[src/hw/rtl/mvcc_pkg.sv]
package mvcc_pkg;

    // Configuration register indexes
    localparam logic [1:0] REG_VOLUME  = 2'd0;
    localparam logic [1:0] REG_AMPLIFY = 2'd1;
    localparam logic [1:0] REG_MODE    = 2'd2;

    localparam logic [7:0]  UNITY_GAIN   = 8'd128;
    localparam logic [7:0]  VOLUME_RESET = 8'd128;
    localparam logic [3:0]  MODE_RESET   = 4'd3;
    localparam logic [15:0] SAT_MIN      = 16'h8000;
    localparam logic [15:0] SAT_MAX      = 16'h7fff;
    localparam logic [7:0]  FLIP8        = 8'h80;
    localparam logic [15:0] FLIP16       = 16'h8000;
    localparam logic [15:0] FLIP8_PAIR   = 16'h8080;
    localparam logic [31:0] FLIP16_PAIR  = 32'h80008000;

    // Output format codes
    typedef enum logic [3:0] {
        MODE_U8      = 4'd0,
        MODE_S8      = 4'd1,
        MODE_U16     = 4'd2,
        MODE_S16     = 4'd3,
        MODE_U8_DUP  = 4'd4,
        MODE_S8_DUP  = 4'd5,
        MODE_U16_DUP = 4'd6,
        MODE_S16_DUP = 4'd7,
        MODE_U8_ST   = 4'd8,
        MODE_S8_ST   = 4'd9,
        MODE_U16_ST  = 4'd10,
        MODE_S16_ST  = 4'd11
    } out_mode_t;

    // Partial products of one channel
    typedef struct packed {
        logic [15:0]        p0;
        logic [15:0]        p1;
        logic signed [16:0] p2;
        logic signed [31:0] raw;
    } chan_prod_t;

    typedef struct packed {
        chan_prod_t left;
        chan_prod_t right;
        logic       block_end;
    } stage1_t;

    typedef struct packed {
        logic signed [31:0] left;
        logic signed [31:0] right;
        logic               block_end;
    } stage2_t;

    typedef struct packed {
        logic [15:0] left;
        logic [15:0] right;
        logic        block_end;
    } stage3_t;

    typedef struct packed {
        logic [63:0] data;
        logic [3:0]  count;
    } pack_t;

    // Clamp a signed 32-bit value to a signed 16-bit sample
    function automatic logic [15:0] sat16(logic signed [31:0] s);
        logic [15:0] r;
        if (s[31] && (s[30:15] != 16'hffff)) begin
            r = SAT_MIN;
        end else if (!s[31] && (s[30:15] != 16'h0000)) begin
            r = SAT_MAX;
        end else begin
            r = s[15:0];
        end
        return r;
    endfunction

    // Pack one sample pair into the selected output format
    function automatic pack_t pack_sample(logic [3:0] mode, logic [15:0] wl, logic [15:0] wr);
        pack_t       r;
        logic [7:0]  hl;
        logic [7:0]  hr;
        logic [15:0] pair16;
        logic [31:0] pair32;
        hl = wl[15:8];
        hr = wr[15:8];
        pair16 = 16'h0000;
        pair32 = 32'h0;
        r.data = 64'h0;
        r.count = 4'd2;
        case (mode)
            MODE_U8:
            begin
                r.data = {56'h0, hl ^ FLIP8};
                r.count = 4'd1;
            end
            MODE_S8:
            begin
                r.data = {56'h0, hl};
                r.count = 4'd1;
            end
            MODE_U16:
            begin
                r.data = {48'h0, wl ^ FLIP16};
                r.count = 4'd2;
            end
            MODE_U8_DUP:
            begin
                r.data = {48'h0, {hl, hl} ^ FLIP8_PAIR};
                r.count = 4'd2;
            end
            MODE_S8_DUP:
            begin
                r.data = {48'h0, hl, hl};
                r.count = 4'd2;
            end
            MODE_U16_DUP:
            begin
                pair16 = wl ^ FLIP16;
                r.data = {32'h0, pair16, pair16};
                r.count = 4'd4;
            end
            MODE_S16_DUP:
            begin
                r.data = {32'h0, wl, wl};
                r.count = 4'd4;
            end
            MODE_U8_ST:
            begin
                pair16 = {hr, hl} ^ FLIP8_PAIR;
                r.data = {32'h0, pair16, pair16};
                r.count = 4'd4;
            end
            MODE_S8_ST:
            begin
                pair16 = {hr, hl};
                r.data = {32'h0, pair16, pair16};
                r.count = 4'd4;
            end
            MODE_U16_ST:
            begin
                pair32 = {wr, wl} ^ FLIP16_PAIR;
                r.data = {pair32, pair32};
                r.count = 4'd8;
            end
            MODE_S16_ST:
            begin
                pair32 = {wr, wl};
                r.data = {pair32, pair32};
                r.count = 4'd8;
            end
            default:
            begin
                // s16, also for codes above the stereo formats
                r.data = {48'h0, wl};
                r.count = 4'd2;
            end
        endcase
        return r;
    endfunction

endpackage

[src/hw/rtl/mix_volume_clip_convert_top.sv]
// Channel   Handshake              Payload
// mix       mix_valid/mix_ready    left_mix, right_mix, block_end
// pack      pack_valid/pack_ready  packed_data, byte_count, block_end_out
// cfg       cfg_valid/cfg_ready    cfg_index, cfg_data
//
// Four register stages: byte products, scaled sum, saturation, packing.
// One request enters per cycle while mix_ready is high; pack_valid marks stage 4 full.
// Reset clears the stage valid bits and loads volume 128, scaling on, s16 format.
// A stall on pack_ready holds the run of full stages ending at stage 4; the rest keep moving.
// cfg_ready is always high; write registers only while the pipeline is empty.
module mix_volume_clip_convert_top (
    input  logic               clk,
    input  logic               rst_n,
    input  logic               mix_valid,
    output logic               mix_ready,
    input  logic signed [31:0] left_mix,
    input  logic signed [31:0] right_mix,
    input  logic               block_end,
    output logic               pack_valid,
    input  logic               pack_ready,
    output logic [63:0]        packed_data,
    output logic [3:0]         byte_count,
    output logic               block_end_out,
    input  logic               cfg_valid,
    output logic               cfg_ready,
    input  logic [1:0]         cfg_index,
    input  logic [7:0]         cfg_data
);

    logic [7:0] volume_reg;
    logic       amplify_enable_reg;
    logic [3:0] out_mode_reg;

    logic [3:0] valid_reg;
    logic [3:0] move;

    mvcc_pkg::stage1_t s1_reg;
    mvcc_pkg::stage1_t s1_next;
    mvcc_pkg::stage2_t s2_reg;
    mvcc_pkg::stage2_t s2_next;
    mvcc_pkg::stage3_t s3_reg;
    mvcc_pkg::stage3_t s3_next;
    mvcc_pkg::pack_t   s4_reg;
    mvcc_pkg::pack_t   s4_next;
    logic              s4_end_reg;

    logic [7:0]         gain;
    logic signed [8:0]  gain_s;
    logic signed [25:0] sum_l;
    logic signed [25:0] sum_r;

    // Configuration registers
    assign cfg_ready = 1'b1;

    always_ff @(posedge clk or negedge rst_n)
    begin
        if (!rst_n)
        begin
            volume_reg         <= mvcc_pkg::VOLUME_RESET;
            amplify_enable_reg <= 1'b1;
            out_mode_reg       <= mvcc_pkg::MODE_RESET;
        end
        else if (cfg_valid && cfg_ready)
        begin
            case (cfg_index)
                mvcc_pkg::REG_VOLUME:  volume_reg <= cfg_data;
                mvcc_pkg::REG_AMPLIFY: amplify_enable_reg <= cfg_data[0];
                mvcc_pkg::REG_MODE:    out_mode_reg <= cfg_data[3:0];
                default:               ;
            endcase
        end
    end

    // Stage advance: a stage loads when it is empty or its successor moves
    assign move[3]   = !valid_reg[3] || pack_ready;
    assign move[2]   = !valid_reg[2] || move[3];
    assign move[1]   = !valid_reg[1] || move[2];
    assign move[0]   = !valid_reg[0] || move[1];
    assign mix_ready = move[0];

    always_ff @(posedge clk or negedge rst_n)
    begin
        if (!rst_n)
        begin
            valid_reg <= 4'b0000;
        end
        else
        begin
            if (move[0]) valid_reg[0] <= mix_valid;
            if (move[1]) valid_reg[1] <= valid_reg[0];
            if (move[2]) valid_reg[2] <= valid_reg[1];
            if (move[3]) valid_reg[3] <= valid_reg[2];
        end
    end

    // Stage 1: byte products with the clamped gain
    assign gain   = (volume_reg > mvcc_pkg::UNITY_GAIN) ? mvcc_pkg::UNITY_GAIN : volume_reg;
    assign gain_s = $signed({1'b0, gain});

    always_comb
    begin
        s1_next.left.p0  = left_mix[7:0] * gain;
        s1_next.left.p1  = left_mix[15:8] * gain;
        s1_next.left.p2  = 17'($signed(left_mix[23:16]) * gain_s);
        s1_next.left.raw = left_mix;
        s1_next.right.p0  = right_mix[7:0] * gain;
        s1_next.right.p1  = right_mix[15:8] * gain;
        s1_next.right.p2  = 17'($signed(right_mix[23:16]) * gain_s);
        s1_next.right.raw = right_mix;
        s1_next.block_end = block_end;
    end

    // Stage 2: weighted sum, or bypass of the raw word
    assign sum_l = $signed({s1_reg.left.p2, 9'b0})
                 + $signed({9'b0, s1_reg.left.p1, 1'b0})
                 + $signed({17'b0, s1_reg.left.p0[15:7]});
    assign sum_r = $signed({s1_reg.right.p2, 9'b0})
                 + $signed({9'b0, s1_reg.right.p1, 1'b0})
                 + $signed({17'b0, s1_reg.right.p0[15:7]});

    always_comb
    begin
        s2_next.left  = amplify_enable_reg ? {{6{sum_l[25]}}, sum_l} : s1_reg.left.raw;
        s2_next.right = amplify_enable_reg ? {{6{sum_r[25]}}, sum_r} : s1_reg.right.raw;
        s2_next.block_end = s1_reg.block_end;
    end

    // Stage 3: saturate to 16 bits
    always_comb
    begin
        s3_next.left      = mvcc_pkg::sat16(s2_reg.left);
        s3_next.right     = mvcc_pkg::sat16(s2_reg.right);
        s3_next.block_end = s2_reg.block_end;
    end

    // Stage 4: pack into the output format
    assign s4_next = mvcc_pkg::pack_sample(out_mode_reg, s3_reg.left, s3_reg.right);

    always_ff @(posedge clk)
    begin
        if (move[0]) s1_reg <= s1_next;
        if (move[1]) s2_reg <= s2_next;
        if (move[2]) s3_reg <= s3_next;
        if (move[3])
        begin
            s4_reg     <= s4_next;
            s4_end_reg <= s3_reg.block_end;
        end
    end

    assign pack_valid    = valid_reg[3];
    assign packed_data   = s4_reg.data;
    assign byte_count    = s4_reg.count;
    assign block_end_out = s4_end_reg;

    // Checks
    a_count_legal: assert property (@(posedge clk) disable iff (!rst_n)
        pack_valid |-> (byte_count == 4'd1 || byte_count == 4'd2 ||
                        byte_count == 4'd4 || byte_count == 4'd8))
        else $error("illegal byte count");

    a_unused_zero: assert property (@(posedge clk) disable iff (!rst_n)
        (pack_valid && byte_count != 4'd8) |-> (packed_data[63:32] == 32'h0) &&
        (byte_count == 4'd4 || packed_data[31:16] == 16'h0) &&
        (byte_count != 4'd1 || packed_data[15:8] == 8'h0))
        else $error("bytes beyond byte count are not zero");

    a_stall_holds: assert property (@(posedge clk) disable iff (!rst_n)
        (valid_reg[2] && valid_reg[3] && !pack_ready) |=> (valid_reg[2] && valid_reg[3]))
        else $error("request dropped during output stall");

    a_ready_full: assert property (@(posedge clk) disable iff (!rst_n)
        !mix_ready |-> (valid_reg == 4'b1111 && !pack_ready))
        else $error("input stalled with room in the pipeline");

endmodule
[config.mk]
export PLATFORM = sky130hd
export DESIGN_NAME = mix_volume_clip_convert_top
export DESIGN_NICKNAME = d
export VERILOG_FILES = /design/src/hw/rtl/mvcc_pkg.sv /design/src/hw/rtl/mix_volume_clip_convert_top.sv
export SDC_FILE = /design/constraint.sdc
export NUM_CORES = 1
export LEC_CHECK = 0
export ABC_AREA = 0
export BUFFER_PORTS_ARGS = -buffer_cell sky130_fd_sc_hd__buf_2
export CAP_MARGIN = 40
export CELL_PAD_IN_SITES_DETAIL_PLACEMENT = 1
export CELL_PAD_IN_SITES_GLOBAL_PLACEMENT = 1
export CORE_MARGIN = 1.5
export CORE_UTILIZATION = 40
export DETAILED_ROUTE_END_ITERATION = 10
export PLACE_DENSITY = 0.66
export SYNTH_ARGS = -nofsm -noshare
export SYNTH_HDL_FRONTEND = slang
export SYNTH_SLANG_ARGS = --single-unit
[constraint.sdc]
create_clock -name clk -period 6 [get_ports clk]
set_input_delay 0.6 -clock clk [delete_from_list [all_inputs] [get_ports clk]]
set_output_delay 0.6 -clock clk [all_outputs]
set_load 0.02 [all_outputs]
-- Word-level counts from Yosys, hierarchy flattened
Index checks and enable logic that the tools add are counted.
- $add $sub $neg: 4
- multiply operators: 6
- magnitude comparators: 1
- eq/ne operators: 14
- multiplexer cells: 6
- bitwise gates (word level): 3
- reductions and logical operators: 21
- operators with widths (operator ; count):
    68-bit case mux with 11 select lines ; 1
    8-bit by 8-bit multiplier with 16-bit output ; 4
    32-bit two-way mux ; 2
    26-bit by 10-bit adder with 26-bit output ; 2
    26-bit by 18-bit adder with 26-bit output ; 2
    8-bit by 9-bit multiplier with 17-bit output ; 2
    16-bit two-way mux ; 2
    16-bit inequality test (second input constant) ; 2
    16-bit nonzero test ; 2
    4-bit by 3-bit == test with 1-bit output (second input constant) ; 4
    4-bit == test (second input constant) ; 4
    8-bit greater-than comparator (second input constant) ; 1
    8-bit two-way mux ; 1
    1-bit logical NOT ; 6
    2-bit AND reduction ; 3
    4-bit by 1-bit == test with 1-bit output (second input constant) ; 1
    4-bit by 2-bit == test with 1-bit output (second input constant) ; 1
    1-bit logical AND ; 4
    4-bit logical NOT ; 1
    1-bit logical OR ; 4
    2-bit inverter ; 2
    2-bit by 1-bit == test with 1-bit output (second input constant) ; 1
    2-bit == test (second input constant) ; 1
    2-bit logical NOT ; 1
    1-bit inverter ; 1
- bits in registers: 347
- bits of input ports: 80
- output and inout port bits: 72
- logic and storage cells: 80

-- Depth between registers and ports, before layout
Gate-level depths: netlist of the first run.
- word-level depth: 5
- gate-level depth with buffers: 24
- mapped depth without buffers: 21

-- Worst setup path after synthesis of the first run
OpenSTA, ideal clock, no wires.
- path type: input to register
- start: input port pack_ready
- end: register s1_reg[0] in the netlist's numbering, enable pin
- setup time: 2.002 ns
- arrival: 5.090 ns
- data required time: 3.998 ns
- path slack: -1.092 ns
- cell stages on the path: 2
- buffers on the path: 0
- path through: nor2b_1 -> nand4_1
- word-level cells in the longest chain between the ends: 4
- ends and longest elaborated chain (item ; RTL line ; source):
    from (decl) ; mix_volume_clip_convert_top.sv:20 ; input logic pack_ready,
    1-bit logical OR ; mix_volume_clip_convert_top.sv:75 ; assign move[3] = !valid_reg[3] || pack_ready;
    1-bit logical OR ; mix_volume_clip_convert_top.sv:76 ; assign move[2] = !valid_reg[2] || move[3];
    1-bit logical OR ; mix_volume_clip_convert_top.sv:77 ; assign move[1] = !valid_reg[1] || move[2];
    1-bit logical OR ; mix_volume_clip_convert_top.sv:78 ; assign move[0] = !valid_reg[0] || move[1];
    via mix_ready ; mix_volume_clip_convert_top.sv:15 ; output logic mix_ready,
    to (signal assigned) ; mix_volume_clip_convert_top.sv:141 ; if (move[0]) s1_reg <= s1_next;
    to (decl) ; mix_volume_clip_convert_top.sv:37 ; mvcc_pkg::stage1_t s1_reg;
The timed path passes the listed nets, and every way through them passes these cells.
A chain may end at the register's enable or synchronous reset.

==> impl_metrics.json, run 1 <==
{
  "placed_area_mm2": 0.0282,
  "cts_buffers": 42,
  "core_area_mm2": 0.0647,
  "cts_tree": "yes",
  "yosysMostFrequentCell": "and2_1",
  "synth-seq-cells": 333,
  "rows": 93,
  "synthDistinctLibCells": 69,
  "worstHoldStart": "left_mix[28]",
  "yosysSeqAreaShare": 0.377,
  "grt_antenna_before_repair": 0,
  "max_freq_ghz": 0.179,
  "place_hpwl_um": 52000,
  "first_pass_iters": 5,
  "overflow": 0,
  "pin_count": 152,
  "cts_root_buf": "clkbuf_16",
  "yosysWarnings": 0,
  "drive_gt1_frac": 0.132,
  "maxSlewHeadroom": 0.410,
  "post-route-cell-area_mm2": 0.0295,
  "mappedNetlistArea_mm2": 0.0263,
  "finalCriticalPeriod_ps": 5570,
  "yosysTopAreaCellShare": 0.361,
  "synthFlopType": "edfxtp_1",
  "port_buffers": 150,
  "hold_violations": 0,
  "crit_path_frequent_cell": "fa_1",
  "route.detailed.drc": 0,
  "drt_iter0_drc": 819,
  "wl_per_cell_um": 19.7,
  "yosys.area.top_type": "edfxtp_1",
  "worstSkewPairLatency_ps": 590,
  "synthTopCellsByArea": "edfxtp_1 (36%), fa_1 (17%), ha_1 (12%)",
  "finalSetupViolCount": 0,
  "r2r_slack_ps": 430,
  "fin_crit_sh": 0.929,
  "clkTransAtPathRegs_ps": 60,
  "synthCells": 2346,
  "min-delay-path-class": "input pin to register",
  "synth_common_cells": "and2_1 (336), inv_1 (324), edfxtp_1 (316), ha_1 (259), fa_1 (218)",
  "critPathSlowestCell": "fa_1",
  "clock_skew_ps": 32.4,
  "grt_pass1_wl_um": 107000,
  "ant_nets": 0,
  "r2r_start": "volume_reg[7]$_DFFE_PN1P_",
  "min_to": "s1_reg[110]$_DFFE_PP_",
  "status": "complete, no violations",
  "wl_um": 66800,
  "critPathRequiredTime_ps": 6330,
  "rr_endpoint": "s1_reg[49]$_DFFE_PP_",
  "areaGrowthSynthToFinish_pct": 12.2,
  "synth_edf_count": 316,
  "dieArea_mm2": 0.0673,
  "leakage_nw": 13.6,
  "setup_ws_ps": 428,
  "worst_pin_slew_ps": 883,
  "gp_routability_congestion": 0.925,
  "critPathCaptureType": "register",
  "synth_nets": 2903,
  "async_flop_share": 0.0511,
  "vias": 17500,
  "multi_input_area_mm2": 0.0150,
  "grt_start_max_net_pins": 70,
  "power_density_mw_per_mm2": 454,
  "n_fill_cell": 7047,
  "fp.dieW_um": 259,
  "rsz0062_at_grt": "no",
  "clockBufferDepth": 3,
  "grt_pass1_vias": 19000,
  "htreeDepth": 2,
  "pre_cts_ws_ps": 424,
  "diodes": 0,
  "fp.dieH_um": 259,
  "avgSynthCellArea_um2": 11.2,
  "worstSetupPathType": "register to register",
  "cp_cell_sequence": "buf_4 -> nor2b_2 -> buf_4 -> nor2_1 -> fa_1 -> inv_1 -> fa_1 -> fa_1 -> fa_1 -> inv_1 -> ha_1 -> o21a_1 -> nor2_1 -> o21bai_1 -> a31o_2 -> a41oi_1 -> a21oi_1 -> xnor2_1",
  "holdPathStages": 1,
  "initial_utilization": 0.406,
  "r2r_cells": 18,
  "viasPerCell": 5.16,
  "worstPathArrival_ps": 5900,
  "clkSinkCount": 333,
  "report.power.total_mw": 13.4,
  "largest_reg_flops": 149,
  "register_area_mm2": 0.00992,
  "vdd_drop_max_mv": 0.227,
  "crit_fanout": 32,
  "max_cap_violations": 0,
  "grtUsageTotal": 0.204,
  "nNetsFinal": 3056,
  "drv_slew": 0,
  "slowest_delay_ps": 510,
  "cp-start-kind": "register"
}
-- placed cells by master, fill, tap and decap left out, drive strengths merged, types with 11 or more instances in the layout --
master    n
dfrtp    13
o21a     19
o21ai    49
a21oi    75
nor2     90
nor3     21
or2      17
a31oi    11
mux2     41
clkinv   21
inv     327
a21o     46
a22oi    17
buf     179
clkbuf   45
nand3    23
ha      259
xor2     25
nand4    19
and2    336
nor2b    28
o31ai    11
fa      218
nand2   104
edfxtp  316
xnor2    71
nand2b   20
-- cell type report --
cell class,instances,area share
clock inverters,30,0.00831
clock buffers,45,0.0360
flip-flops and latches,333,0.336
repair buffers,180,0.0345
well taps,855,0.0363
inverters,324,0.0412
multi-input cells,1618,0.507
-- per-layer routing --
metal / up-vias / global-route usage / wire length (um) / part of all wire
met1: 8880 / 0.279 / 31500 / 0.47
met3: 72 / 0.0257 / 2610 / 0.039
li1: 8198 / - / - / -
met2: 331 / 0.345 / 31600 / 0.47
met4: 0 / 0.0486 / 1130 / 0.017
met5: - / 0 / 0 / 0
-- power breakdown --
group          switching [mW]  internal (mW)  total (mW)
logic                    3.98           2.91        6.88
registers               0.449           3.65        4.10
clock network            1.04           1.38        2.42
-- metrics by stage --
stage	hold WS (ps)	setup TNS, ps	instances	util
2_1_floorplan	304	-142820	2346	-
3_3_place_gp	414	0	3307	0.435
3_5_place_dp	422	0	3309	0.436
4_1_cts	154	0	3385	0.456
5_1_grt	173	0	3385	0.456
6_report	191	0	3385	0.456
-- what timing repair did --
item | CTS | global route
endpoints found under the hold margin | 13 | 0
hold buffers | 1 | 0
buffers inserted | 0 | 0
gates resized for setup | 0 | 0
-- how the worst max path moves through the flow --
| stage | startpoint | end | slack, ps | cells past startpoint |
|---|---|---|---|---|
| after detailed placement | volume_reg[7]$_DFFE_PN1P_ | s1_reg[49]$_DFFE_PP_ | 420 | 18 |
| after CTS | volume_reg[7]$_DFFE_PN1P_ | s1_reg[49]$_DFFE_PP_ | 400 | 18 |
| after global placement | volume_reg[7]$_DFFE_PN1P_ | s1_reg[162]$_DFFE_PP_ | 630 | 18 |
| after global routing | volume_reg[7]$_DFFE_PN1P_ | s1_reg[49]$_DFFE_PP_ | 150 | 18 |
| after floorplan | pack_ready | s1_reg[0]$_DFFE_PP_ | -960 | 2 |
| final | volume_reg[7]$_DFFE_PN1P_ | s1_reg[49]$_DFFE_PP_ | 430 | 18 |
-- logic make-up after synthesis --
kind of cell               count (synthesis)  synth area share
AOI/OAI and AO/OA                        306            0.0806
and+or+nand+nor                          695             0.146
DFF                                      333             0.377
xor gates and xnor gates                  96            0.0320
buffers and inverters                    395            0.0565
adders and majority gates                477             0.289
muxes                                     43            0.0183
other                                      1          0.000143
-- worst max-delay path: cells and delay by family, from the launching register on --
family                   cells  cell delay (ps)
adder cells (fa/ha/maj)      5             2240
buffers and inverters        4              840
AO/OA/AOI/OAI                5              890
AND/OR/NAND/NOR              3              680
flip-flops                   1              470
XOR/XNOR                     1              140
(Power assumes the default switching activity.)
==> inputs of run 2 (changes only) <==
--- a/config.mk
+++ b/config.mk
@@ -13,7 +13,8 @@
 export CORE_MARGIN = 1.5
 export CORE_UTILIZATION = 40
 export DETAILED_ROUTE_END_ITERATION = 10
-export PLACE_DENSITY = 0.66
+export HOLD_SLACK_MARGIN = 0.12
+export PLACE_DENSITY = 0.76
 export SYNTH_ARGS = -nofsm -noshare
 export SYNTH_HDL_FRONTEND = slang
 export SYNTH_SLANG_ARGS = --single-unit
==> impl_metrics.json, run 2 (synthesis results as in run 1) <==
{
  "final_core_util": 0.458,
  "layout_common_cells": "and2_1 (336), inv_1 (323), edfxtp_1 (316)",
  "worst_pin_slew_ps": 905,
  "cts_buffers": 40,
  "clockBufferDepth": 3,
  "vdd_drop_max_mv": 0.196,
  "place_hpwl_um": 51600,
  "vias": 17800,
  "r2r_cells": 18,
  "report.power.total_mw": 13.6,
  "gp_routability_congestion": 0.856,
  "setup_tns_ps": 0,
  "rr_endpoint": "s1_reg[162]$_DFFE_PP_",
  "nNetsFinal": 3055,
  "grt_pass1_vias": 19500,
  "worstHoldStart": "right_mix[31]",
  "viasPerCell": 5.26,
  "clkSinkCount": 333,
  "fp.dieH_um": 259,
  "htreeDepth": 2,
  "cts-resized-gates": 0,
  "drive_gt1_frac": 0.133,
  "dp_cells": 3309,
  "fin_crit_sh": 0.909,
  "power.internal_mw": 8.15,
  "wl_um": 67200,
  "wl_per_cell_um": 19.8,
  "max_freq_ghz": 0.183,
  "post-cts-setup-buffer-count": 0,
  "finalCriticalPeriod_ps": 5460,
  "overflow": 0,
  "status": "complete, no violations",
  "post-route-cell-area_mm2": 0.0296,
  "pwr-share-clk": 0.192,
  "clkTransAtPathRegs_ps": 70,
  "r2r_start": "volume_reg[7]$_DFFE_PN1P_",
  "max_cap_violations": 0,
  "critPathRequiredTime_ps": 6310,
  "critPathCaptureType": "register",
  "r2r_slack_ps": 540,
  "pin_count": 152,
  "crit_fanout": 58,
  "dieArea_mm2": 0.0673,
  "min-delay-path-class": "input pin to register",
  "cts_tree": "yes",
  "rows": 93,
  "first_pass_iters": 5,
  "drt_iter0_drc": 923,
  "worstSkewPairLatency_ps": 570,
  "port_buffers": 150,
  "areaGrowthSynthToFinish_pct": 12.6,
  "leakage_nw": 13.6,
  "route.detailed.drc": 0,
  "grtUsageTotal": 0.205,
  "cp-start-kind": "register",
  "core_area_mm2": 0.0647,
  "power_switching_mw": 5.46,
  "hold_violations": 0,
  "finalSetupViolCount": 0,
  "setup_ws_ps": 544,
  "clock_skew_ps": 17.7,
  "fin_cells": 3387,
  "cts_root_buf": "clkbuf_16",
  "worstPathArrival_ps": 5770,
  "initial_utilization": 0.406,
  "min_to": "s1_reg[32]$_DFFE_PP_",
  "pre_cts_ws_ps": 560,
  "fp.dieW_um": 259,
  "power_density_mw_per_mm2": 460,
  "maxSlewHeadroom": 0.391,
  "drv_slew": 0,
  "cts_hold_buffers": 1,
  "grt_pass1_wl_um": 108000,
  "grt_antenna_before_repair": 8,
  "grt_start_max_net_pins": 92,
  "p_comb_frac": 0.507,
  "swShare": 0.401,
  "largest_reg_flops": 149,
  "power_frac_seq": 0.301,
  "final_common_cell": "and2_1",
  "holdPathStages": 1,
  "rsz0062_at_grt": "no",
  "holdWs_ps": 209,
  "worstSetupPathType": "register to register",
  "ant_nets": 0,
  "placed_area_mm2": 0.0282
}
run 2: worst max-delay path, cell delays in order (launching register included):
cell,delay [ps]
dfstp_2,560
buf_12,290
nor2b_4,70
buf_4,300
and2_1,260
fa_1,530
fa_1,430
fa_1,510
inv_1,60
fa_1,480
inv_1,40
ha_1,300
o21a_1,190
o21a_1,160
o41a_1,120
o21a_1,200
o21a_1,220
o41a_1,340
xnor2_1,140
run 2: per-layer routing:
metal / share of wire / vias up / track usage
li1: - / 8223 / -
met3: 0.043 / 120 / 0.0280
met4: 0.032 / 4 / 0.0673
met1: 0.44 / 9063 / 0.263
met5: 0.00031 / - / 0
met2: 0.49 / 420 / 0.356
run 2: power groups by stage:
stage / logic (mW) / clock network (mW) / registers, mW
final: 6.90 / 2.61 / 4.10
after global routing: 7.79 / 2.74 / 4.17
after CTS: 6.94 / 2.67 / 4.11
after detailed placement: 6.81 / 0 / 4.14
after global placement: 6.46 / 0 / 4.10
after floorplan: 4.95 / 0 / 4.05
run 2: worst max-delay path by stage:
| stage | to | slack [ps] | from | cells after the start |
|---|---|---|---|---|
| 2_1_floorplan | s1_reg[0]$_DFFE_PP_ | -960 | pack_ready | 2 |
| 5_1_grt | s1_reg[128]$_DFFE_PP_ | 260 | volume_reg[7]$_DFFE_PN1P_ | 20 |
| 4_1_cts | s1_reg[162]$_DFFE_PP_ | 540 | volume_reg[7]$_DFFE_PN1P_ | 18 |
| 6_report | s1_reg[162]$_DFFE_PP_ | 540 | volume_reg[7]$_DFFE_PN1P_ | 18 |
| 3_5_place_dp | s1_reg[81]$_DFFE_PP_ | 560 | volume_reg[7]$_DFFE_PN1P_ | 18 |
| 3_3_place_gp | s1_reg[130]$_DFFE_PP_ | 660 | volume_reg[7]$_DFFE_PN1P_ | 20 |
run 2: final cells by class:
type	instances	area (um^2)
inverter	324	1220
multi-input combinational	1618	15000
timing repair buffer	181	1040
clock buffer	50	1080
tap	855	1070
sequential	333	9920
antenna	4	10.0
clock inverter	22	315
fill	7075	35100
